`config.mk`:
```
export PLATFORM = sky130hd
export DESIGN_NAME = security_access_unlock_sequencer
export DESIGN_NICKNAME = d
export VERILOG_FILES = /design/src/hw/rtl/sau_pkg.sv /design/src/hw/rtl/sau_datapath.sv /design/src/hw/rtl/sau_ctrl.sv /design/src/hw/rtl/security_access_unlock_sequencer.sv
export VERILOG_INCLUDE_DIRS = /design/src /design/src/hw/rtl
export SDC_FILE = /design/constraint.sdc
export NUM_CORES = 1
export LEC_CHECK = 0
export ABC_CLOCK_PERIOD_IN_PS = 7920
export BUFFER_PORTS_ARGS = -buffer_cell sky130_fd_sc_hd__buf_4
export CAP_MARGIN = 20
export CORE_MARGIN = 2
export CORE_UTILIZATION = 55
export DETAILED_ROUTE_END_ITERATION = 6
export PLACE_DENSITY = 0.77
export SLEW_MARGIN = 20
export SYNTH_ARGS = -nofsm -noshare
export SYNTH_HDL_FRONTEND = slang
export SYNTH_SLANG_ARGS = --single-unit
export TNS_END_PERCENT = 10
```
`constraint.sdc`:
```
create_clock -name clock -period 7.92 [get_ports clock]
set_clock_uncertainty 0.15 [all_clocks]
set_input_delay 1.584 -clock clock [delete_from_list [all_inputs] [get_ports clock]]
set_output_delay 1.584 -clock clock [all_outputs]
set_load 0.01 [all_outputs]
```
`src/hw/rtl/security_access_unlock_sequencer_macros.svh`:
```
// ----------------------------------------------------------------------------
// security access unlock sequencer assertion macros
// concurrent assertion forms used by the sequencer controller module
// ----------------------------------------------------------------------------
`ifndef SECURITY_ACCESS_UNLOCK_SEQUENCER_MACROS_SVH
`define SECURITY_ACCESS_UNLOCK_SEQUENCER_MACROS_SVH

// consequent must hold in the same cycle as the antecedent
`define SAU_ASSERT_SAME(label, clk, rst, ante, cons, msg) \
   label: assert property (@(posedge clk) disable iff (rst) (ante) |-> (cons)) \
      else $error(msg);

// consequent must hold in the cycle after the antecedent
`define SAU_ASSERT_NEXT(label, clk, rst, ante, cons, msg) \
   label: assert property (@(posedge clk) disable iff (rst) (ante) |=> (cons)) \
      else $error(msg);

`endif

```
`src/hw/rtl/sau_pkg.sv`:
```
// ----------------------------------------------------------------------------
// sau_pkg
// request, response, command and status types plus protocol and key constants
// ----------------------------------------------------------------------------
`timescale 1ns / 1ps

package sau_pkg;

   // configuration port
   localparam int CSR_INDEX_W = 2;
   localparam int CSR_DATA_W  = 16;

   localparam logic [CSR_INDEX_W-1:0] CSR_UNLOCK_KEY     = 2'd0;
   localparam logic [CSR_INDEX_W-1:0] CSR_UNLOCK_SERVICE = 2'd1;
   localparam logic [CSR_INDEX_W-1:0] CSR_DIAG_SESSION   = 2'd2;

   // diagnostic service ids and frame bytes
   localparam logic [7:0] SID_SESSION_REQ    = 8'h10;
   localparam logic [7:0] SID_SESSION_RSP    = 8'h50;
   localparam logic [7:0] SID_SECURITY_REQ   = 8'h27;
   localparam logic [7:0] SID_SECURITY_RSP   = 8'h67;
   localparam logic [7:0] KA_OFF_BYTE0       = 8'h01;
   localparam logic [7:0] SID_TESTER_PRESENT = 8'h3E;
   localparam logic [7:0] SESSION_KWP        = 8'hC0;

   localparam logic [3:0] RX_LEN_SHORT = 4'd2;
   localparam logic [3:0] RX_LEN_SEED  = 4'd6;
   localparam logic [2:0] TX_LEN_NONE  = 3'd0;
   localparam logic [2:0] TX_LEN_SHORT = 3'd2;
   localparam logic [2:0] TX_LEN_KEY   = 3'd6;

   // key transform constants: divisor p, quotient weight q, remainder weight r
   localparam logic [7:0] MIX_A_P = 8'hB2;
   localparam logic [7:0] MIX_A_Q = 8'h3F;
   localparam logic [7:0] MIX_A_R = 8'hAA;
   localparam logic [7:0] MIX_B_P = 8'hB1;
   localparam logic [7:0] MIX_B_Q = 8'h02;
   localparam logic [7:0] MIX_B_R = 8'hAB;

   // ceil(2^23 / p), exact quotient for magnitudes up to 2^15
   localparam int         MIX_RECIP_SHIFT = 23;
   localparam logic [15:0] MIX_A_RECIP = 16'd47128;
   localparam logic [15:0] MIX_B_RECIP = 16'd47394;

   // p*r + q, added once to a negative transform value
   localparam logic [15:0] MIX_A_WRAP = 16'd30323;
   localparam logic [15:0] MIX_B_WRAP = 16'd30269;

   typedef struct packed {
      logic       mode;
      logic [3:0] rx_len;
      logic [7:0] rx_byte0;
      logic [7:0] rx_byte1;
      logic [7:0] rx_byte2;
      logic [7:0] rx_byte3;
      logic [7:0] rx_byte4;
      logic [7:0] rx_byte5;
   } sau_req_type;

   typedef struct packed {
      logic [2:0] tx_len;
      logic [7:0] tx_byte0;
      logic [7:0] tx_byte1;
      logic [7:0] tx_byte2;
      logic [7:0] tx_byte3;
      logic [7:0] tx_byte4;
      logic [7:0] tx_byte5;
      logic       keepalive_on;
      logic       keepalive_kwp;
      logic       awaiting_key;
   } sau_rsp_type;

   typedef enum logic [1:0] {
      RSP_NONE     = 2'd0,
      RSP_SESSION  = 2'd1,
      RSP_SEED_REQ = 2'd2,
      RSP_KEY      = 2'd3
   } sau_rsp_kind_type;

   typedef enum logic [1:0] {
      OP_PIN      = 2'd0,
      OP_SEED_HI  = 2'd1,
      OP_SEED_MID = 2'd2,
      OP_MIX_HI   = 2'd3
   } sau_op_sel_type;

   typedef struct packed {
      logic             load_req;
      sau_op_sel_type   op_sel;
      logic             set_b;
      logic             cap_hi;
      logic             merge_hi;
      logic             cap_lo;
      logic             load_rsp;
      sau_rsp_kind_type rsp_kind;
      logic             ka_on;
      logic             kwp;
      logic             awaiting;
   } sau_cmd_type;

   typedef struct packed {
      logic mode;
      logic ka_off;
      logic seed_req;
      logic seed_reply;
      logic session_kwp;
   } sau_status_type;

endpackage

```
`src/hw/rtl/sau_datapath.sv`:
```
// ----------------------------------------------------------------------------
// sau_datapath
// config registers, frame decode, three stage key transform pipeline and
// response register
// ----------------------------------------------------------------------------
`timescale 1ns / 1ps

module sau_datapath (
   input  logic                              clock,
   input  logic                              reset,
   input  logic                              csr_we,
   input  logic [sau_pkg::CSR_INDEX_W-1:0]   csr_index,
   input  logic [sau_pkg::CSR_DATA_W-1:0]    csr_wdata,
   input  sau_pkg::sau_req_type              req_data,
   output sau_pkg::sau_rsp_type              rsp_data,
   input  sau_pkg::sau_cmd_type              cmd,
   output sau_pkg::sau_status_type           status
);
   import sau_pkg::*;

   logic [15:0] key_ff;
   logic [7:0]  service_ff;
   logic [7:0]  session_ff;

   sau_req_type req_ff;
   sau_rsp_type rsp_ff, rsp_in;

   logic [15:0] hi_ff, lo_ff;
   logic [15:0] mix_hi;
   logic [15:0] mix_lo;

   // transform pipeline
   logic [15:0] operand;
   logic        s0_neg;
   logic [15:0] s0_mag;
   logic [15:0] s0_recip;
   logic [31:0] s0_prod;

   logic [15:0] s1_mag_ff;
   logic [7:0]  s1_quo_ff;
   logic        s1_neg_ff;
   logic        s1_setb_ff;

   logic [7:0]  s1_p;
   logic [15:0] s1_qp;
   logic [15:0] s1_rem;

   logic [7:0]  s2_rem_ff;
   logic [7:0]  s2_quo_ff;
   logic        s2_neg_ff;
   logic        s2_setb_ff;

   logic [7:0]         s2_r, s2_q;
   logic [15:0]        s2_wrap;
   logic [15:0]        s2_pr, s2_pq;
   logic signed [17:0] s2_t, s2_v;

   logic [15:0] mix_res_ff;

   logic [15:0] key_top;
   logic [7:0]  service_inc;

   // config registers
   always_ff @(posedge clock) begin
      if (reset) begin
         key_ff     <= '0;
         service_ff <= '0;
         session_ff <= '0;
      end else if (csr_we) begin
         case (csr_index)
            CSR_UNLOCK_KEY:     key_ff     <= csr_wdata;
            CSR_UNLOCK_SERVICE: service_ff <= csr_wdata[7:0];
            CSR_DIAG_SESSION:   session_ff <= csr_wdata[7:0];
            default:            ;
         endcase
      end
   end

   always_ff @(posedge clock) begin
      if (cmd.load_req) begin
         req_ff <= req_data;
      end
   end

   // frame decode
   always_comb begin
      status.mode        = req_ff.mode;
      status.ka_off      = (req_ff.rx_len == RX_LEN_SHORT) && (req_ff.rx_byte0 == KA_OFF_BYTE0)
                           && (req_ff.rx_byte1 == SID_TESTER_PRESENT);
      status.seed_req    = (req_ff.rx_len == RX_LEN_SHORT)
                           && (req_ff.rx_byte0 == SID_SESSION_RSP)
                           && (req_ff.rx_byte1 == service_ff);
      status.seed_reply  = (req_ff.rx_len == RX_LEN_SEED)
                           && (req_ff.rx_byte0 == SID_SECURITY_RSP)
                           && (req_ff.rx_byte1 == service_ff);
      status.session_kwp = (session_ff == SESSION_KWP);
   end

   assign mix_hi = hi_ff | mix_res_ff;
   assign mix_lo = lo_ff | mix_res_ff;

   // stage 0: operand, magnitude, quotient by reciprocal
   always_comb begin
      case (cmd.op_sel)
         OP_PIN:      operand = key_ff;
         OP_SEED_HI:  operand = {req_ff.rx_byte5, req_ff.rx_byte2};
         OP_SEED_MID: operand = {req_ff.rx_byte4, req_ff.rx_byte3};
         OP_MIX_HI:   operand = mix_hi;
         default:     operand = key_ff;
      endcase
      s0_neg   = operand[15];
      s0_mag   = s0_neg ? (~operand + 16'd1) : operand;
      s0_recip = cmd.set_b ? MIX_B_RECIP : MIX_A_RECIP;
      s0_prod  = {16'd0, s0_mag} * {16'd0, s0_recip};
   end

   always_ff @(posedge clock) begin
      s1_mag_ff  <= s0_mag;
      s1_quo_ff  <= s0_prod[MIX_RECIP_SHIFT+7:MIX_RECIP_SHIFT];
      s1_neg_ff  <= s0_neg;
      s1_setb_ff <= cmd.set_b;
   end

   // stage 1: remainder
   always_comb begin
      s1_p   = s1_setb_ff ? MIX_B_P : MIX_A_P;
      s1_qp  = {8'd0, s1_quo_ff} * {8'd0, s1_p};
      s1_rem = s1_mag_ff - s1_qp;
   end

   always_ff @(posedge clock) begin
      s2_rem_ff  <= s1_rem[7:0];
      s2_quo_ff  <= s1_quo_ff;
      s2_neg_ff  <= s1_neg_ff;
      s2_setb_ff <= s1_setb_ff;
   end

   // stage 2: weighted difference, sign restore, wrap of negatives
   always_comb begin
      s2_r    = s2_setb_ff ? MIX_B_R : MIX_A_R;
      s2_q    = s2_setb_ff ? MIX_B_Q : MIX_A_Q;
      s2_wrap = s2_setb_ff ? MIX_B_WRAP : MIX_A_WRAP;
      s2_pr   = {8'd0, s2_rem_ff} * {8'd0, s2_r};
      s2_pq   = {8'd0, s2_quo_ff} * {8'd0, s2_q};
      s2_t    = $signed({2'b00, s2_pr}) - $signed({2'b00, s2_pq});
      s2_v    = s2_neg_ff ? -s2_t : s2_t;
      if (s2_v[17]) begin
         s2_v = s2_v + $signed({2'b00, s2_wrap});
      end
   end

   always_ff @(posedge clock) begin
      mix_res_ff <= s2_v[15:0];
   end

   // key halves
   always_ff @(posedge clock) begin
      if (cmd.cap_hi) begin
         hi_ff <= mix_res_ff;
      end else if (cmd.merge_hi) begin
         hi_ff <= mix_hi;
      end
      if (cmd.cap_lo) begin
         lo_ff <= mix_res_ff;
      end
   end

   // response assembly
   always_comb begin
      key_top     = mix_lo[15] ? 16'hFFFF : hi_ff;
      service_inc = service_ff + 8'd1;
      rsp_in      = '0;
      case (cmd.rsp_kind)
         RSP_NONE: begin
            rsp_in.tx_len = TX_LEN_NONE;
         end
         RSP_SESSION: begin
            rsp_in.tx_len   = TX_LEN_SHORT;
            rsp_in.tx_byte0 = SID_SESSION_REQ;
            rsp_in.tx_byte1 = session_ff;
         end
         RSP_SEED_REQ: begin
            rsp_in.tx_len   = TX_LEN_SHORT;
            rsp_in.tx_byte0 = SID_SECURITY_REQ;
            rsp_in.tx_byte1 = service_ff;
         end
         RSP_KEY: begin
            rsp_in.tx_len   = TX_LEN_KEY;
            rsp_in.tx_byte0 = SID_SECURITY_REQ;
            rsp_in.tx_byte1 = service_inc;
            rsp_in.tx_byte2 = mix_lo[7:0];
            rsp_in.tx_byte3 = mix_lo[15:8];
            rsp_in.tx_byte4 = key_top[7:0];
            rsp_in.tx_byte5 = key_top[15:8];
         end
         default: begin
            rsp_in.tx_len = TX_LEN_NONE;
         end
      endcase
      rsp_in.keepalive_on  = cmd.ka_on;
      rsp_in.keepalive_kwp = cmd.kwp;
      rsp_in.awaiting_key  = cmd.awaiting;
   end

   always_ff @(posedge clock) begin
      if (cmd.load_rsp) begin
         rsp_ff <= rsp_in;
      end
   end

   assign rsp_data = rsp_ff;

endmodule

```
`src/hw/rtl/sau_ctrl.sv`:
```
// ----------------------------------------------------------------------------
// sau_ctrl
// handshake state machine, session flags and key transform sequencing
// ----------------------------------------------------------------------------
`timescale 1ns / 1ps
`include "security_access_unlock_sequencer_macros.svh"

module sau_ctrl (
   input  logic                     clock,
   input  logic                     reset,
   input  logic                     req_valid,
   output logic                     req_ready,
   output logic                     rsp_valid,
   input  logic                     rsp_ready,
   input  sau_pkg::sau_status_type  status,
   output sau_pkg::sau_cmd_type     cmd
);
   import sau_pkg::*;

   typedef enum logic [2:0] {
      ST_IDLE   = 3'b001,
      ST_DECODE = 3'b010,
      ST_KEY    = 3'b100
   } sau_state_type;

   localparam logic [2:0] STEP_PIN     = 3'd0;
   localparam logic [2:0] STEP_SEED_HI = 3'd1;
   localparam logic [2:0] STEP_SEED_MD = 3'd2;
   localparam logic [2:0] STEP_CAP_HI  = 3'd3;
   localparam logic [2:0] STEP_MERGE   = 3'd4;
   localparam logic [2:0] STEP_CAP_LO  = 3'd5;
   localparam logic [2:0] STEP_DRAIN   = 3'd6;
   localparam logic [2:0] STEP_LAST    = 3'd7;

   sau_state_type st_ff, st_in;
   logic [2:0]    step_ff, step_in;
   logic          wait_ff, wait_in;
   logic          ka_ff, ka_in;
   logic          kwp_ff, kwp_in;
   logic          rsp_valid_ff, rsp_valid_in;
   logic          slot_free;

   always_comb begin
      st_in     = st_ff;
      step_in   = step_ff;
      wait_in   = wait_ff;
      ka_in     = ka_ff;
      kwp_in    = kwp_ff;
      req_ready = 1'b0;
      slot_free = !rsp_valid_ff || rsp_ready;
      cmd       = '0;
      cmd.op_sel   = OP_PIN;
      cmd.rsp_kind = RSP_NONE;

      case (st_ff)
         ST_IDLE: begin
            req_ready = 1'b1;
            if (req_valid) begin
               cmd.load_req = 1'b1;
               st_in        = ST_DECODE;
            end
         end
         ST_DECODE: begin
            if (slot_free) begin
               if (!status.mode) begin
                  kwp_in       = status.session_kwp;
                  ka_in        = 1'b1;
                  wait_in      = 1'b1;
                  cmd.load_rsp = 1'b1;
                  cmd.rsp_kind = RSP_SESSION;
                  st_in        = ST_IDLE;
               end else begin
                  if (status.ka_off) begin
                     ka_in = 1'b0;
                  end
                  if (wait_ff && status.seed_req) begin
                     cmd.load_rsp = 1'b1;
                     cmd.rsp_kind = RSP_SEED_REQ;
                     st_in        = ST_IDLE;
                  end else if (wait_ff && status.seed_reply) begin
                     wait_in = 1'b0;
                     step_in = STEP_PIN;
                     st_in   = ST_KEY;
                  end else begin
                     cmd.load_rsp = 1'b1;
                     cmd.rsp_kind = RSP_NONE;
                     st_in        = ST_IDLE;
                  end
               end
            end
         end
         ST_KEY: begin
            step_in = step_ff + 3'd1;
            case (step_ff)
               STEP_PIN: begin
                  cmd.op_sel = OP_PIN;
                  cmd.set_b  = 1'b0;
               end
               STEP_SEED_HI: begin
                  cmd.op_sel = OP_SEED_HI;
                  cmd.set_b  = 1'b1;
               end
               STEP_SEED_MD: begin
                  cmd.op_sel = OP_SEED_MID;
                  cmd.set_b  = 1'b0;
               end
               STEP_CAP_HI: begin
                  cmd.cap_hi = 1'b1;
               end
               STEP_MERGE: begin
                  cmd.merge_hi = 1'b1;
                  cmd.op_sel   = OP_MIX_HI;
                  cmd.set_b    = 1'b1;
               end
               STEP_CAP_LO: begin
                  cmd.cap_lo = 1'b1;
               end
               STEP_DRAIN: begin
               end
               STEP_LAST: begin
                  cmd.load_rsp = 1'b1;
                  cmd.rsp_kind = RSP_KEY;
                  st_in        = ST_IDLE;
               end
               default: begin
                  st_in = ST_IDLE;
               end
            endcase
         end
         default: begin
            st_in = ST_IDLE;
         end
      endcase

      cmd.ka_on    = ka_in;
      cmd.kwp      = kwp_in;
      cmd.awaiting = wait_in;

      rsp_valid_in = cmd.load_rsp || (rsp_valid_ff && !rsp_ready);
   end

   always_ff @(posedge clock) begin
      if (reset) begin
         st_ff        <= ST_IDLE;
         step_ff      <= STEP_PIN;
         wait_ff      <= 1'b0;
         ka_ff        <= 1'b0;
         kwp_ff       <= 1'b0;
         rsp_valid_ff <= 1'b0;
      end else begin
         st_ff        <= st_in;
         step_ff      <= step_in;
         wait_ff      <= wait_in;
         ka_ff        <= ka_in;
         kwp_ff       <= kwp_in;
         rsp_valid_ff <= rsp_valid_in;
      end
   end

   assign rsp_valid = rsp_valid_ff;

   `SAU_ASSERT_NEXT(a_key_done, clock, reset, (st_ff == ST_KEY) && (step_ff == STEP_LAST), rsp_valid_ff && (st_ff == ST_IDLE), "key sequence did not deliver a response")
   `SAU_ASSERT_SAME(a_key_slot, clock, reset, st_ff == ST_KEY, !rsp_valid_ff, "response slot busy during key computation")
   `SAU_ASSERT_SAME(a_key_wait, clock, reset, st_ff == ST_KEY, !wait_ff, "seed wait still set during key computation")

endmodule

```
`src/hw/rtl/security_access_unlock_sequencer.sv`:
```
// ----------------------------------------------------------------------------
// security_access_unlock_sequencer
// a new request is taken only in idle, once the previous one has been decoded
// or, for a seed reply, once its key sequence has loaded the response
// the key path runs through the shared three stage transform pipeline and
// waits for the upper key half before the final transform can issue
// synchronous reset clears config registers, session flags and handshake state
// ----------------------------------------------------------------------------
`timescale 1ns / 1ps

module security_access_unlock_sequencer (
   input  logic                              clock,
   input  logic                              reset,

   // request channel
   input  logic                              req_valid,
   output logic                              req_ready,
   input  sau_pkg::sau_req_type              req_data,

   // response channel
   output logic                              rsp_valid,
   input  logic                              rsp_ready,
   output sau_pkg::sau_rsp_type              rsp_data,

   // configuration write port
   input  logic                              csr_we,
   input  logic [sau_pkg::CSR_INDEX_W-1:0]   csr_index,
   input  logic [sau_pkg::CSR_DATA_W-1:0]    csr_wdata
);
   import sau_pkg::*;

   // controller to datapath commands and decode status back
   sau_cmd_type    cmd;
   sau_status_type status;

   // controller: accepts a request, decodes it in the following cycle and
   // either loads the response register at once or runs the eight step key
   // sequence; a new request may be taken while the previous response waits,
   // decode then holds until the response register drains
   sau_ctrl u_ctrl (
      .clock     (clock),
      .reset     (reset),
      .req_valid (req_valid),
      .req_ready (req_ready),
      .rsp_valid (rsp_valid),
      .rsp_ready (rsp_ready),
      .status    (status),
      .cmd       (cmd)
   );

   // datapath: config registers, request register, frame matching, the
   // modular transform pipeline (reciprocal quotient, remainder, weighted
   // difference) shared by all four transforms, and the response register
   sau_datapath u_datapath (
      .clock     (clock),
      .reset     (reset),
      .csr_we    (csr_we),
      .csr_index (csr_index),
      .csr_wdata (csr_wdata),
      .req_data  (req_data),
      .rsp_data  (rsp_data),
      .cmd       (cmd),
      .status    (status)
   );

endmodule
```
---- After elaboration in Yosys (flattened, before gate mapping) ----
Cells that the tools add are included.
word-level totals
  register bits after elaboration ......... 233
  bits in latches ......................... 0
  memory bits (writable) .................. 0
  bits in read-only memories .............. 0
  output and inout port bits .............. 56
  word-level logic and storage cells ...... 159
  memories kept ........................... 0
cells by class
  add/subtract/negate cells ............... 7
  multiply operators ...................... 4
  divide/modulo/power cells ............... 0
  $lt $le $gt $ge ......................... 0
  equality and inequality tests ........... 31
  shift-type cells ........................ 0
  muxes and demuxes ....................... 52
  bitwise operators ....................... 3
  reduce and logical (&&, ||, !) cells .... 24
operator list
  cell                                                              number
  16-bit two-way mux                                                5
  16-bit one-hot mux with 4 select lines                            1
  3-bit two-way mux                                                 15
  14-bit one-hot mux with 3 select lines                            1
  8-bit by 8-bit multiplier with 16-bit output                      2
  16-bit OR                                                         2
  16-bit by 16-bit multiplier with 31-bit output                    1
  3-bit one-hot mux with 3 select lines                             3
  1-bit two-way mux                                                 19
  18-bit two-way mux                                                1
  18-bit negation                                                   1
  16-bit by 16-bit subtractor with 17-bit output                    1
  16-bit by 1-bit adder with 16-bit output (second input constant)  1
  16-bit adder                                                      1
  8-bit by 7-bit == test with 1-bit output (second input constant)  2
  16-bit inverter                                                   1
  3-bit == test (second input constant)                             4
  6-bit two-way mux                                                 2
  3-bit one-hot mux with 2 select lines                             2
  2-bit == test (second input constant)                             5
  3-bit by 2-bit == test with 1-bit output (second input constant)  3
  1-bit logical AND                                                 9
  9-bit two-way mux                                                 1
  8-bit by 1-bit adder with 8-bit output (second input constant)    1
  23 further kinds                                                  37

---- Depth between registers and ports, before layout ----
  depth after elaboration ................. 12
  mapped depth ............................ 36
  mapped depth without buffers ............ 36

---- Hierarchy ----
A second synthesis with hierarchy kept.
second synthesis, totals
  cells, all modules ...................... 1710
  area, all modules ....................... 18108.6 um^2
modules (own cells, without submodules)
  module        instances  cells an instance  area each (um^2)
  sau_datapath  1          1628               17396.7
  sau_ctrl      1          82                 711.9

---- Worst setup path before layout ----
No wires, ideal clock.
  path kind ............................... register to register
  from .................................... register u_ctrl.step_ff[0]
  to ...................................... register u_datapath.s1_quo_ff[7]
  library setup time ...................... 0.072 ns
  arrival ................................. 7.425 ns
  required time ........................... 7.698 ns
  path slack .............................. 0.273 ns
  stages on the path, launching flop included .. 30
  path buffers ............................ 1
  cells stage by stage .................... dfxtp_1 inv_1 ha_1 mux2_2 and3_1 clkbuf_1 a222oi_1 and3_1 nand4_4 o31ai_4 xor2_2 nand2_1 fa_1 inv_1 fa_1 fa_1 fa_1 inv_1 fa_1 inv_1 ha_1 a211o_1 a21oi_1 o21ai_0 a21oi_1 o21ai_0 o41ai_1 nor2b_1 nor2_1 xnor2_1
on the way
  cells in the longest elaborated chain, start to end .. 9
  elaborated cells between the ends (all ways) .. 15
  classes of those cells .................. add/sub (1); mul (1); eq/ne (6); mux (5); bitwise (1); reduce/logical (1)
ends and longest elaborated chain
  what                                                line                 source
  start, declared                                     sau_ctrl.sv:36       logic [2:0] step_ff, step_in;
  start signal, assigned                              sau_ctrl.sv:152      step_ff <= step_in;
  3-bit == test (tied with other cells)               sau_ctrl.sv:94       case (step_ff)
  3-bit one-hot mux with 3 select lines (*)           sau_ctrl.sv:94
  6-bit two-way mux (*)                               sau_ctrl.sv:55       case (st_ff)
  2-bit == test (tied with other cells)               sau_datapath.sv:104  case (cmd.op_sel)
  16-bit one-hot mux with 4 select lines              sau_datapath.sv:104
  16-bit inverter                                     sau_datapath.sv:112  s0_mag = s0_neg ? (~operand + 16'd1) : operand;
  16-bit by 1-bit adder with 16-bit output            sau_datapath.sv:112
  16-bit two-way mux                                  sau_datapath.sv:112
  16-bit by 16-bit multiplier with 31-bit output (*)  sau_datapath.sv:114  s0_prod = {16'd0, s0_mag} * {16'd0, s0_recip};
  named net u_datapath.s0_prod[30]                    sau_datapath.sv:37   logic [31:0] s0_prod;
  end signal, assigned                                sau_datapath.sv:119  s1_quo_ff <= s0_prod[MIX_RECIP_SHIFT+7:MIX_RECIP_SHIFT];
  end, declared                                       sau_datapath.sv:40   logic [7:0] s1_quo_ff;
The timed path passes the listed nets; every way through them passes the cells marked *.
A chain may end at the register's enable or synchronous reset.

---- Final worst setup path ----
  from .................................... register u_ctrl.step_ff[1]
  to ...................................... register u_datapath.s1_quo_ff[7]
on the way
  cells in the longest elaborated chain, start to end .. 9
  elaborated cells between the ends (all ways) .. 15
  classes of those cells .................. add/sub (1); mul (1); eq/ne (6); mux (5); bitwise (1); reduce/logical (1)
ends and longest elaborated chain
  what                                                line                 source
  3-bit == test (tied with other cells)               sau_ctrl.sv:94
  3-bit one-hot mux with 3 select lines (*)           sau_ctrl.sv:94
  6-bit two-way mux (*)                               sau_ctrl.sv:55
  2-bit == test (tied with other cells)               sau_datapath.sv:104
  16-bit one-hot mux with 4 select lines (*)          sau_datapath.sv:104
  16-bit inverter                                     sau_datapath.sv:112
  16-bit by 1-bit adder with 16-bit output            sau_datapath.sv:112
  16-bit two-way mux (*)                              sau_datapath.sv:112
  named net u_datapath.s0_mag[6]                      sau_datapath.sv:35   logic [15:0] s0_mag;
  16-bit by 16-bit multiplier with 31-bit output (*)  sau_datapath.sv:114
  named net u_datapath.s0_prod[30]                    sau_datapath.sv:37
Marked as above.

==> results.yml <==
layout:
  nets: 2384
  final_util: 0.644
  ff_latch_area_sq_um: 5850
  antennaDiodeCount: 0
  drive_gt1_frac: 0.164
  multi_input_area_sq_um: 11000
  nFillCells: 2505
  area_delta_synth_final_pct: 16.3
synthesis:
  synth_cell_types: 87
  syn_area_sq_um: 17900
  synth_top_area_share: 0.222
  yosys-top-cells-area: "edfxtp_1, ha_1, fa_1, dfxtp_1, inv_1"
  ys_seq_area_frac: 0.327
  synth_area_per_cell_sq_um: 10.3
  synth_flop_cell: "edfxtp_1"
  yosys_warnings: 0
  synth-seq-cells: 226
  synth-edff-count: 132
  synth_cells: 1732
  synthArstFlopShare: 0
  yosysTopAreaCell: "edfxtp_1"
timing:
  tightest_slew_ps: 1020
  setup_slack_ps: 354
  min_period_ps: 7570
  setup_viol: 0
  slew_headroom: 0.318
  fin_crit_sh: 0.955
  hold_viol_final: 0
  slew_violations: 0
  holdWs_ps: 205
  max_freq_mhz: 132
cts:
  cts_root_buf: "clkbuf_16"
  clockBufferDepth: 3
  cts_htree_levels: 1
  cts_tree: "built"
  cts_made_buffers: 24
  cts.sinks: 226
  clk_pin_slew_ps: 60
  clk_latency_ps: 510
  cts_hold_buf: 0
placed_design:
  gp_congestion: 0.939
  io_buffers: 127
  dpl.hpwl_mm: 32.9
  dp_slack_ps: -162
detailed_routing:
  vias: 12863
  drt_iter0_markers: 968
  wl_per_cell_um: 16.8
  ant_nets: 0
  drc: 0
  wirelength_mm: 40.1
  dr.pass1.iters: 6
  via_per_inst: 5.40
critical_path:
  endpoint_kind: "flop"
  cpPeakStageDelay_ps: 570
  critical_path_class: "reg2reg"
  crit_top_cell: "fa_1"
  setup.worst_path.start_class: "flop"
  worstPathMaxFanout: 10
  worstPathRequired_ps: 8210
  worstPathArrival_ps: 7860
  slowest_stage: "fa_1"
grt:
  grt.overflow.total: 0
  track_usage: 0.240
  grt_pass1_vias: 13153
  grt_max_degree: 49
  grt_pass1_wl_mm: 65.3
  antenna_found_initial: 0
worst_hold_path:
  hold_path_class: "reg2reg"
floorplan:
  num_rows: 66
  ioPinCount: 132
  die_w_um: 184
  core_region_area_sq_um: 32300
  initial_core_util: 0.554
  die_h_um: 184
  dieArea_sq_um: 34000
flow_run:
  maxCapViolCount: 0
run_status:
  status: "complete, no violations"
[kinds of logic after synthesis]
family,share of synthesized area
buf+inv,0.0738
compound gates,0.0973
fa+ha+maj,0.327
simple gates,0.106
other cells,0.000420
mux,0.0187
flops,0.327
xor+xnor,0.0496
[stage by stage]
stage	std cells	TNS (ps)	instance area, sq um
floorplan	1749	0	17900
global placement	2324	-42.6	19700
detailed placement	2324	-286	19700
CTS	2368	0	20500
global route	2384	-25.1	20800
finish	2384	0	20800
[state kept, by name (all words and copies together) (netlist names), 16 cells and up]
signal / flops
u_datapath.hi_ff: 16
u_datapath.key_ff: 16
u_datapath.lo_ff: 16
u_datapath.mix_res_ff: 16
u_datapath.req_ff: 52
u_datapath.rsp_data: 47
[timing repair]
item                       CTS  global route
gates cloned                 0             0
pin swaps                    0            24
setup endpoints to repair    3            11
resized for setup            3            57
setup buffers                0            16
[area by class of cell]
| cell class | instances | area share |
|---|---|---|
| Tap cell | 442 | 0.0266 |
| Inverter | 287 | 0.0520 |
| Clock inverter | 17 | 0.00818 |
| Multi-Input combinational cell | 1183 | 0.528 |
| Clock buffer | 27 | 0.0299 |
| Timing Repair Buffer | 202 | 0.0735 |
| Sequential cell | 226 | 0.281 |
[metal layers]
layer / part of all wire / wire length [um] / track usage
met5: 0 / 0 / 0
met4: 0.019 / 760 / 0.0528
met1: 0.44 / 17600 / 0.332
met2: 0.49 / 19600 / 0.410
met3: 0.056 / 2240 / 0.0259
[synthesized netlist by cell type, types with 17 or more instances]
| cell type | n |
|---|---|
| a21o_1 | 42 |
| a21oi_1 | 55 |
| clkbuf_1 | 35 |
| dfxtp_1 | 94 |
| edfxtp_1 | 132 |
| fa_1 | 138 |
| ha_1 | 246 |
| inv_1 | 284 |
| mux2i_1 | 24 |
| nand2_1 | 124 |
| nand3_1 | 24 |
| nor2_1 | 128 |
| nor3_1 | 17 |
| o21ai_0 | 56 |
| xnor2_1 | 63 |
| xor2_1 | 28 |
[path summary, 6_finish.rpt]
kind                           start                 endpoint  slack [ps]  cells past startpoint
max                u_ctrl.step_ff[1]  u_datapath.s1_quo_ff[7]         350                     29
min          u_datapath.s1_quo_ff[7]  u_datapath.s2_quo_ff[7]         200                      0
max reg2reg        u_ctrl.step_ff[1]  u_datapath.s1_quo_ff[7]         350                     29
min reg2reg  u_datapath.s1_quo_ff[7]  u_datapath.s2_quo_ff[7]         200                      0
[worst max-delay path: cells and delay by family (launching register included)]
kind | cells | cell delay, ps
AOI/OAI and AO/OA | 9 | 1660
adders and majority gates | 8 | 3460
and+or+nand+nor | 4 | 680
buffers and inverters | 5 | 500
xor gates and xnor gates | 2 | 500
muxes | 1 | 210
DFF | 1 | 340
[cells in the final DEF, fill, tap and decap left out, types with 17 or more instances in the layout]
master,Yosys,final
xnor2_1,63,59
clkbuf_16,0,24
conb_1,2,19
nor2_1,128,125
nor3_1,17,17
nand2_1,124,120
mux2i_1,24,23
fa_1,138,138
nand3_1,24,24
edfxtp_1,132,132
o21ai_0,56,48
buf_4,7,199
xor2_1,28,28
dfxtp_1,94,91
a21oi_1,55,52
a21o_1,42,42
inv_1,284,282
ha_1,246,242
Power is not shown: default switching activity piles up to over one toggle a cycle in this logic, so the estimate is an artifact.
